==> src/sv/npve_pkg.sv <==
// Shared types, register indexes and saturation helper for the nested
// polygon vertex expander. No dependencies.
package npve_pkg;

    typedef struct packed {
        logic signed [15:0] vertex_x;
        logic signed [15:0] vertex_y;
    } npve_in_t;

    typedef struct packed {
        logic [3:0]         level;
        logic signed [15:0] out_x;
        logic signed [15:0] out_y;
        logic               last_level;
    } npve_out_t;

    typedef enum logic [2:0] {
        REG_LEVEL_COUNT = 3'd0,
        REG_MATRIX_XX   = 3'd1,
        REG_MATRIX_XY   = 3'd2,
        REG_MATRIX_YX   = 3'd3,
        REG_MATRIX_YY   = 3'd4
    } npve_reg_t;

    typedef enum logic [3:0] {
        ST_IDLE,
        ST_R_XX,
        ST_R_YY,
        ST_R_SUM,
        ST_SQRT,
        ST_DIV,
        ST_EMIT,
        ST_SC_X,
        ST_SC_Y,
        ST_M_XX,
        ST_M_XY,
        ST_M_YX,
        ST_M_YY,
        ST_M_END
    } npve_state_t;

    localparam int ProdW = 42;

    function automatic logic signed [15:0] sat16(input logic signed [ProdW-1:0] v);
        logic signed [15:0] r;
        if (v > 42'sd32767)
            r = 16'sh7FFF;
        else if (v < -42'sd32768)
            r = 16'sh8000;
        else
            r = v[15:0];
        return r;
    endfunction

endpackage

==> src/sv/npve_sqrt.sv <==
// Iterative integer square root, one result bit per cycle.
// No dependency on npve_pkg; no imports needed.
module npve_sqrt
(
    input  logic        clk,
    input  logic        rst_n,
    input  logic        start,
    input  logic [47:0] radicand,
    output logic        done,
    output logic [23:0] root
);

    logic [47:0] rad_reg, rad_next;
    logic [25:0] rem_reg, rem_next;
    logic [23:0] root_reg, root_next;
    logic [4:0]  cnt_reg, cnt_next;
    logic        busy_reg, busy_next;
    logic        done_reg, done_next;
    logic [27:0] rem_sh;
    logic [27:0] trial;

    always_comb
    begin
        rad_next  = rad_reg;
        rem_next  = rem_reg;
        root_next = root_reg;
        cnt_next  = cnt_reg;
        busy_next = busy_reg;
        done_next = 1'b0;
        rem_sh    = {rem_reg, rad_reg[47:46]};
        trial     = {2'b00, root_reg, 2'b01};
        if (start)
        begin
            rad_next  = radicand;
            rem_next  = '0;
            root_next = '0;
            cnt_next  = 5'd23;
            busy_next = 1'b1;
        end
        else if (busy_reg)
        begin
            rad_next = {rad_reg[45:0], 2'b00};
            if (rem_sh >= trial)
            begin
                rem_next  = 26'(rem_sh - trial);
                root_next = {root_reg[22:0], 1'b1};
            end
            else
            begin
                rem_next  = rem_sh[25:0];
                root_next = {root_reg[22:0], 1'b0};
            end
            cnt_next = cnt_reg - 5'd1;
            if (cnt_reg == 5'd0)
            begin
                busy_next = 1'b0;
                done_next = 1'b1;
            end
        end
    end

    always_ff @(posedge clk or negedge rst_n)
    begin
        if (!rst_n)
        begin
            busy_reg <= 1'b0;
            done_reg <= 1'b0;
            cnt_reg  <= '0;
        end
        else
        begin
            busy_reg <= busy_next;
            done_reg <= done_next;
            cnt_reg  <= cnt_next;
        end
    end

    always_ff @(posedge clk)
    begin
        rad_reg  <= rad_next;
        rem_reg  <= rem_next;
        root_reg <= root_next;
    end

    assign done = done_reg;
    assign root = root_reg;

endmodule

==> src/sv/npve_div.sv <==
// Iterative restoring divider, 33-bit dividend by 24-bit divisor, one
// quotient bit per cycle. No package dependency.
module npve_div
(
    input  logic        clk,
    input  logic        rst_n,
    input  logic        start,
    input  logic [32:0] dividend,
    input  logic [23:0] divisor,
    output logic        done,
    output logic [24:0] quotient
);

    logic [32:0] dvd_reg, dvd_next;
    logic [23:0] dsr_reg, dsr_next;
    logic [23:0] rem_reg, rem_next;
    logic [5:0]  cnt_reg, cnt_next;
    logic        busy_reg, busy_next;
    logic        done_reg, done_next;
    logic [24:0] rem_sh;

    always_comb
    begin
        dvd_next  = dvd_reg;
        dsr_next  = dsr_reg;
        rem_next  = rem_reg;
        cnt_next  = cnt_reg;
        busy_next = busy_reg;
        done_next = 1'b0;
        rem_sh    = {rem_reg, dvd_reg[32]};
        if (start)
        begin
            dvd_next  = dividend;
            dsr_next  = divisor;
            rem_next  = '0;
            cnt_next  = 6'd32;
            busy_next = 1'b1;
        end
        else if (busy_reg)
        begin
            // shift quotient bits in from the bottom as dividend bits leave the top
            if (rem_sh >= {1'b0, dsr_reg})
            begin
                rem_next = 24'(rem_sh - {1'b0, dsr_reg});
                dvd_next = {dvd_reg[31:0], 1'b1};
            end
            else
            begin
                rem_next = rem_sh[23:0];
                dvd_next = {dvd_reg[31:0], 1'b0};
            end
            cnt_next = cnt_reg - 6'd1;
            if (cnt_reg == 6'd0)
            begin
                busy_next = 1'b0;
                done_next = 1'b1;
            end
        end
    end

    always_ff @(posedge clk or negedge rst_n)
    begin
        if (!rst_n)
        begin
            busy_reg <= 1'b0;
            done_reg <= 1'b0;
            cnt_reg  <= '0;
        end
        else
        begin
            busy_reg <= busy_next;
            done_reg <= done_next;
            cnt_reg  <= cnt_next;
        end
    end

    always_ff @(posedge clk)
    begin
        dvd_reg <= dvd_next;
        dsr_reg <= dsr_next;
        rem_reg <= rem_next;
    end

    assign done     = done_reg;
    assign quotient = dvd_reg[24:0];

endmodule

==> src/sv/npve_mul.sv <==
// Shared signed 16 x 26 multiplier with a registered product.
// Depends on npve_pkg for the product width.
module npve_mul
    import npve_pkg::*;
(
    input  logic                    clk,
    input  logic signed [15:0]      a,
    input  logic signed [25:0]      b,
    output logic signed [ProdW-1:0] prod
);

    logic signed [ProdW-1:0] prod_reg;

    always_ff @(posedge clk)
    begin
        prod_reg <= ProdW'(a * b);
    end

    assign prod = prod_reg;

endmodule

==> src/sv/nested_polygon_vertex_expander.sv <==
// From a request to level 0: |v|^2 on the shared multiplier, the bit-serial square root
// and divide, then the output load; each further level scales and applies the matrix.
// An origin vertex skips the root. One vertex is worked at a time, through the shared
// multiplier and the bit-serial root and divide units. A new vertex is taken once the last
// level is in the output register. Reset clears control state and loads the
// register defaults (one level, identity matrix).
module nested_polygon_vertex_expander
    import npve_pkg::*;
#(
    parameter int MAX_LEVELS = 16
)
(
    input  logic      clk,
    input  logic      rst_n,
    input  logic      in_valid,
    output logic      in_stall,
    input  npve_in_t  in_data,
    output logic      out_valid,
    input  logic      out_stall,
    output npve_out_t out_data,
    input  logic      cfg_valid,
    output logic      cfg_ready,
    input  logic [2:0]  cfg_index,
    input  logic [15:0] cfg_data
);

    localparam int CW = $clog2(MAX_LEVELS + 1);

    npve_state_t state_reg, state_next;

    logic [4:0]         level_count_reg;
    logic signed [15:0] mxx_reg, mxy_reg, myx_reg, myy_reg;

    logic signed [15:0] cur_x_reg, cur_y_reg, px_reg, py_reg;
    logic signed [ProdW-1:0] acc_reg;
    logic [24:0]        s_reg;
    logic [CW-1:0]      lvl_reg, n_reg;
    logic               out_valid_reg;
    npve_out_t          out_data_reg;

    logic signed [15:0]      mul_a;
    logic signed [25:0]      mul_b;
    logic signed [ProdW-1:0] prod;
    logic signed [ProdW-1:0] sum;
    logic signed [ProdW-1:0] r16, r14;
    logic [6:0]         lc_w;
    logic [CW-1:0]      n_clamp;
    logic               last;
    logic               can_load;
    logic               accept;
    logic               sqrt_start, sqrt_done, div_start, div_done;
    logic [23:0]        root;
    logic [24:0]        quot;

    npve_mul u_mul
    (
        .clk  (clk),
        .a    (mul_a),
        .b    (mul_b),
        .prod (prod)
    );

    npve_sqrt u_sqrt
    (
        .clk      (clk),
        .rst_n    (rst_n),
        .start    (sqrt_start),
        .radicand ({sum[31:0], 16'h0000}),
        .done     (sqrt_done),
        .root     (root)
    );

    npve_div u_div
    (
        .clk      (clk),
        .rst_n    (rst_n),
        .start    (div_start),
        .dividend ({1'b1, 9'h000, root[23:1]}),
        .divisor  (root),
        .done     (div_done),
        .quotient (quot)
    );

    assign accept    = in_valid && !in_stall;
    assign in_stall  = (state_reg != ST_IDLE);
    assign cfg_ready = 1'b1;
    assign out_valid = out_valid_reg;
    assign out_data  = out_data_reg;

    assign sum      = acc_reg + prod;
    assign r16      = (prod + 42'sd32768) >>> 16;
    assign r14      = (sum + 42'sd8192) >>> 14;
    assign can_load = !out_valid_reg || !out_stall;
    assign last     = ((CW+1)'(lvl_reg) + (CW+1)'(1)) == (CW+1)'(n_reg);

    always_comb
    begin
        lc_w = 7'(level_count_reg);
        if (lc_w == 7'd0)
            n_clamp = CW'(1);
        else if (lc_w > 7'(MAX_LEVELS))
            n_clamp = CW'(MAX_LEVELS);
        else
            n_clamp = CW'(lc_w);
    end

    // next state
    always_comb
    begin
        state_next = state_reg;
        case (state_reg)
            ST_IDLE:  if (accept) state_next = ST_R_XX;
            ST_R_XX:  state_next = ST_R_YY;
            ST_R_YY:  state_next = ST_R_SUM;
            ST_R_SUM: state_next = (sum == '0) ? ST_EMIT : ST_SQRT;
            ST_SQRT:  if (sqrt_done) state_next = ST_DIV;
            ST_DIV:   if (div_done) state_next = ST_EMIT;
            ST_EMIT:  if (can_load) state_next = last ? ST_IDLE : ST_SC_X;
            ST_SC_X:  state_next = ST_SC_Y;
            ST_SC_Y:  state_next = ST_M_XX;
            ST_M_XX:  state_next = ST_M_XY;
            ST_M_XY:  state_next = ST_M_YX;
            ST_M_YX:  state_next = ST_M_YY;
            ST_M_YY:  state_next = ST_M_END;
            ST_M_END: state_next = ST_EMIT;
            default:  state_next = ST_IDLE;
        endcase
    end

    // multiplier operands and unit starts
    always_comb
    begin
        mul_a      = cur_x_reg;
        mul_b      = 26'(cur_x_reg);
        sqrt_start = 1'b0;
        div_start  = 1'b0;
        case (state_reg)
            ST_R_XX:
            begin
                mul_a = cur_x_reg;
                mul_b = 26'(cur_x_reg);
            end
            ST_R_YY:
            begin
                mul_a = cur_y_reg;
                mul_b = 26'(cur_y_reg);
            end
            ST_R_SUM: sqrt_start = (sum != '0);
            ST_SQRT:  div_start = sqrt_done;
            ST_SC_X:
            begin
                mul_a = cur_x_reg;
                mul_b = {1'b0, s_reg};
            end
            ST_SC_Y:
            begin
                mul_a = cur_y_reg;
                mul_b = {1'b0, s_reg};
            end
            ST_M_XX:
            begin
                mul_a = mxx_reg;
                mul_b = 26'(px_reg);
            end
            ST_M_XY:
            begin
                mul_a = mxy_reg;
                mul_b = 26'(py_reg);
            end
            ST_M_YX:
            begin
                mul_a = myx_reg;
                mul_b = 26'(px_reg);
            end
            ST_M_YY:
            begin
                mul_a = myy_reg;
                mul_b = 26'(py_reg);
            end
            default:
            begin
                mul_a = cur_x_reg;
                mul_b = 26'(cur_x_reg);
            end
        endcase
    end

    always_ff @(posedge clk or negedge rst_n)
    begin
        if (!rst_n)
        begin
            state_reg       <= ST_IDLE;
            out_valid_reg   <= 1'b0;
            level_count_reg <= 5'd1;
            mxx_reg         <= 16'sd16384;
            mxy_reg         <= 16'sd0;
            myx_reg         <= 16'sd0;
            myy_reg         <= 16'sd16384;
            lvl_reg         <= '0;
            n_reg           <= CW'(1);
        end
        else
        begin
            state_reg <= state_next;
            if (cfg_valid && cfg_ready)
            begin
                case (cfg_index)
                    REG_LEVEL_COUNT: level_count_reg <= cfg_data[4:0];
                    REG_MATRIX_XX:   mxx_reg <= cfg_data;
                    REG_MATRIX_XY:   mxy_reg <= cfg_data;
                    REG_MATRIX_YX:   myx_reg <= cfg_data;
                    REG_MATRIX_YY:   myy_reg <= cfg_data;
                    default:         ;
                endcase
            end
            if (accept)
            begin
                lvl_reg <= '0;
                n_reg   <= n_clamp;
            end
            else if (state_reg == ST_EMIT && can_load && !last)
                lvl_reg <= lvl_reg + CW'(1);
            if (state_reg == ST_EMIT && can_load)
                out_valid_reg <= 1'b1;
            else if (!out_stall)
                out_valid_reg <= 1'b0;
        end
    end

    always_ff @(posedge clk)
    begin
        if (accept)
        begin
            cur_x_reg <= in_data.vertex_x;
            cur_y_reg <= in_data.vertex_y;
            s_reg     <= 25'h10000;
        end
        case (state_reg)
            ST_R_YY:  acc_reg <= prod;
            ST_DIV:   if (div_done) s_reg <= 25'h10000 + quot;
            ST_SC_Y:  px_reg <= sat16(r16);
            ST_M_XX:  py_reg <= sat16(r16);
            ST_M_XY:  acc_reg <= prod;
            ST_M_YX:  cur_x_reg <= sat16(r14);
            ST_M_YY:  acc_reg <= prod;
            ST_M_END: cur_y_reg <= sat16(r14);
            default:  ;
        endcase
        if (state_reg == ST_EMIT && can_load)
        begin
            out_data_reg.level      <= 4'(lvl_reg);
            out_data_reg.out_x      <= cur_x_reg;
            out_data_reg.out_y      <= cur_y_reg;
            out_data_reg.last_level <= last;
        end
    end

    a_busy_after_request: assert property (@(posedge clk) disable iff (!rst_n)
        accept |=> in_stall)
        else $error("request taken but block not busy next cycle");

    a_sqrt_done_state: assert property (@(posedge clk) disable iff (!rst_n)
        sqrt_done |-> state_reg == ST_SQRT)
        else $error("square root finished outside its wait state");

    a_div_done_state: assert property (@(posedge clk) disable iff (!rst_n)
        div_done |-> state_reg == ST_DIV)
        else $error("divide finished outside its wait state");

    a_level_in_range: assert property (@(posedge clk) disable iff (!rst_n)
        state_reg != ST_IDLE |-> lvl_reg < n_reg)
        else $error("level counter ran past the level count");

endmodule
==> config.mk <==
export PLATFORM = sky130hd
export DESIGN_NAME = nested_polygon_vertex_expander
export DESIGN_NICKNAME = d
export VERILOG_FILES = /design/src/sv/npve_pkg.sv /design/src/sv/npve_sqrt.sv /design/src/sv/npve_div.sv /design/src/sv/npve_mul.sv /design/src/sv/nested_polygon_vertex_expander.sv
export SDC_FILE = /design/constraint.sdc
export NUM_CORES = 2
export LEC_CHECK = 0
export BUFFER_PORTS_ARGS = -buffer_cell sky130_fd_sc_hd__buf_2
export CAP_MARGIN = 30
export CORE_AREA = 3 3 280 282
export DETAILED_ROUTE_END_ITERATION = 7
export DIE_AREA = 0 0 283 285
export GPL_ROUTABILITY_DRIVEN = 0
export HOLD_SLACK_MARGIN = 0.12
export PLACE_DENSITY = 0.68
export SLEW_MARGIN = 20
export SYNTH_ARGS = -nofsm -noshare
export SYNTH_HDL_FRONTEND = slang
export SYNTH_SLANG_ARGS = --single-unit
==> constraint.sdc <==
create_clock -name clk -period 12.2 [get_ports clk]
set_clock_uncertainty 0.1 [all_clocks]
set_input_delay 1.83 -clock clk [delete_from_list [all_inputs] [get_ports clk]]
set_output_delay 1.83 -clock clk [all_outputs]
set_load 0.01 [all_outputs]
==> qor.yml <==
async_reset_ff_share_pct: 21.0
tightestPinTransition_ns: 1.15
synthFlopType: "edfxtp_1"
gr-total-overflow: 0
cts.path.max_buffers: 3
drt-vias-per-instance: 5.82
synth_xor_xnor_area_share_pct: 3.57
die_y_um: 285
io_pins: 96
initialDrtViolationCount: 3298
cpPeakStageDelay_ns: 0.79
crit_path_top_delay_cell: "and3_1"
grt_pass1_wl_um: 178000
wl_per_cell_um: 21.4
grt_usage_pct: 28.2
wl_um: 112000
coreArea_um2: 75900
maxSlewViolCount: 0
synth_cell_types: 95
wl_met1_um: 48400
drcViolationCount: 0
rows: 101
max-cap-violations: 0
cp_max_fo: 40
syn_inst: 4113
ctsRootBufferMaster: "clkbuf_16"
vias: 30500
muxShareOfSynthArea_pct: 5.11
hold_viol_final: 0
critPathKind: "reg -> reg"
cts_tree: "built"
synthSimpleGateAreaFrac_pct: 13.6
cts_setup_buffers: 0
synth_top_family_by_area: "adder cells"
top_layer: "met4"
syn2layout_area_growth_pct: 9.35
ant_nets: 0
synth-seq-area-share_pct: 30.8
fin_crit_ns: 9.91
grt_pass1_vias: 30300
io_buffers: 94
relSlewSlack_pct: 23.1
endpoint_kind: "flip-flop"
required_ns: 12.62
clock-sinks: 472
detail_route.first_pass.iterations: 6
syn-cell-area_um2: 39500
avgSynthCellArea_um2: 9.60
post_cts_resized: 0
crit_top_cell: "fa_1"
hold_path_class: "reg -> reg"
holdBufCountCts: 0
cts_buffers: 52
layout.nets: 4830
fmax_ghz: 0.101
synth_edf_count: 222
initial_core_util_pct: 52.0
h-tree-depth: 2
dpl.hpwl_um: 86700
min_period_over_period_pct: 81.2
dieArea_um2: 80700
cp-start-kind: "flip-flop"
synth_compound_area_share_pct: 12.6
wl_met3_um: 11100
fin_tns_setup_ns: 0
rsz0062_at_grt: "false"
grt_max_degree: 76
antenna_found_initial: 0
fin_util_pct: 56.8
status: "finished, final reports clean"
synthAdderAreaFrac_pct: 26.9
die_w_um: 283
clk_pin_slew_ns: 0.06
critPathArrivalTime_ns: 10.33
syn-num-nets: 4774
wl_met2_um: 48100
ys_warn_count: 0
drive_above_1_share_pct: 9.92
insertion_delay_ns: 0.63
ys_ff_latch: 472
setup-violations-final: 0
==> metrics by stage <==
| step | setup slack, ns | cell area [um^2] | cells | hold slack [ns] |
|---|---|---|---|---|
| after detailed placement | 2.56 | 41200 | 5139 | 0.323 |
| after global routing | 1.61 | 43200 | 5243 | 0.347 |
| after CTS | 2.42 | 43100 | 5237 | 0.341 |
| after global placement | 2.48 | 41100 | 5133 | 0.319 |
| after floorplan | 3.36 | 39500 | 4113 | 0.312 |
| final | 2.29 | 43200 | 5245 | 0.341 |
==> layer usage <==
| metal | GRT usage [%] | vias to the layer above |
|---|---|---|
| li1 | - | 14000 |
| met1 | 40.4 | 15000 |
| met4 | 10.1 | 0 |
| met2 | 42.4 | 1396 |
| met3 | 5.85 | 230 |
| met5 | 0 | - |
==> synth_stat cells (all sizes together) (55+ instances only) <==
| cell type | number | area, um^2 |
|---|---|---|
| clkbuf | 126 | 473 |
| xor2 | 61 | 534 |
| edfxtp | 222 | 6670 |
| a21o | 63 | 473 |
| dfrtp | 95 | 2380 |
| nor2 | 412 | 1550 |
| xnor2 | 100 | 876 |
| inv | 587 | 2200 |
| dfxtp | 151 | 3020 |
| fa | 404 | 8090 |
| mux2 | 104 | 1260 |
| nor3 | 55 | 275 |
| a211oi | 75 | 568 |
| nand2 | 441 | 1660 |
| o21ai | 143 | 719 |
| a21oi | 192 | 961 |
| ha | 201 | 2510 |
| mux2i | 75 | 751 |
==> path summary, 6_finish.rpt <==
| check | from | end | slack (ns) | depth (start not counted) |
|---|---|---|---|---|
| worst max register to register | state_reg[1] | u_mul.prod[41] | 2.29 | 28 |
| min in group asynchronous | rst_n | n_reg[2] | 0.99 | 1 |
| worst min-delay path | u_mul.prod[2] | acc_reg[2] | 0.34 | 0 |
| max in group asynchronous | rst_n | mxx_reg[14] | 10.00 | 3 |
| worst max-delay path | state_reg[1] | u_mul.prod[41] | 2.29 | 28 |
| worst min register to register | u_mul.prod[2] | acc_reg[2] | 0.34 | 0 |
==> cells by family (layout without fill, tap and decap cells) <==
family / after synthesis / in the layout
compound gates: 747 / 747
xor+xnor: 161 / 161
fa+ha+maj: 605 / 605
buf+inv: 748 / 848
flops: 472 / 472
mux: 179 / 179
other cells: 1 / 3
simple gates: 1200 / 1200
==> cell type report <==
| class | instances | area [um^2] |
|---|---|---|
| Clock buffer | 72 | 1510 |
| Inverter | 587 | 2200 |
| Sequential cell | 472 | 12200 |
| Multi-Input combinational cell | 2893 | 24600 |
| Tap cell | 1030 | 1290 |
| Clock inverter | 26 | 367 |
| Fill cell | 6684 | 32800 |
| Timing Repair Buffer | 163 | 1060 |
| Antenna cell | 2 | 5.00 |
==> cell usage in the layout, fill, tap and decap left out, types with 11 or more instances in the layout <==
master / n
nor3_1: 52
dfxtp_1: 151
nor4_1: 18
mux2_2: 79
xor2_1: 61
mux2i_1: 75
a22oi_1: 43
xnor2_1: 100
nand4_1: 34
buf_2: 95
nand3_1: 51
edfxtp_1: 222
a21o_1: 63
a21boi_0: 14
inv_1: 586
and3_1: 28
a211oi_1: 74
o21ai_0: 128
dfrtp_1: 93
clkbuf_1: 11
fa_1: 404
o21a_1: 35
clkbuf_16: 56
or3_1: 18
a31oi_1: 14
a22o_1: 26
nor2b_1: 22
nor2_1: 411
a21oi_1: 189
mux2_4: 25
ha_1: 201
buf_4: 60
nand2_1: 441
nand2b_1: 33
and2_1: 25
==> worst max-delay path: cells and delay by family, from the launching register on <==
family | cells | cell delay (ns)
fa+ha+maj | 7 | 3.59
compound gates | 12 | 3.30
simple gates | 4 | 1.60
buf+inv | 4 | 0.54
flops | 1 | 0.51
xor+xnor | 1 | 0.14
Power is left out: the tool's default activity adds up to more than one toggle a clock period on the data nets, which glitch-free logic cannot reach.
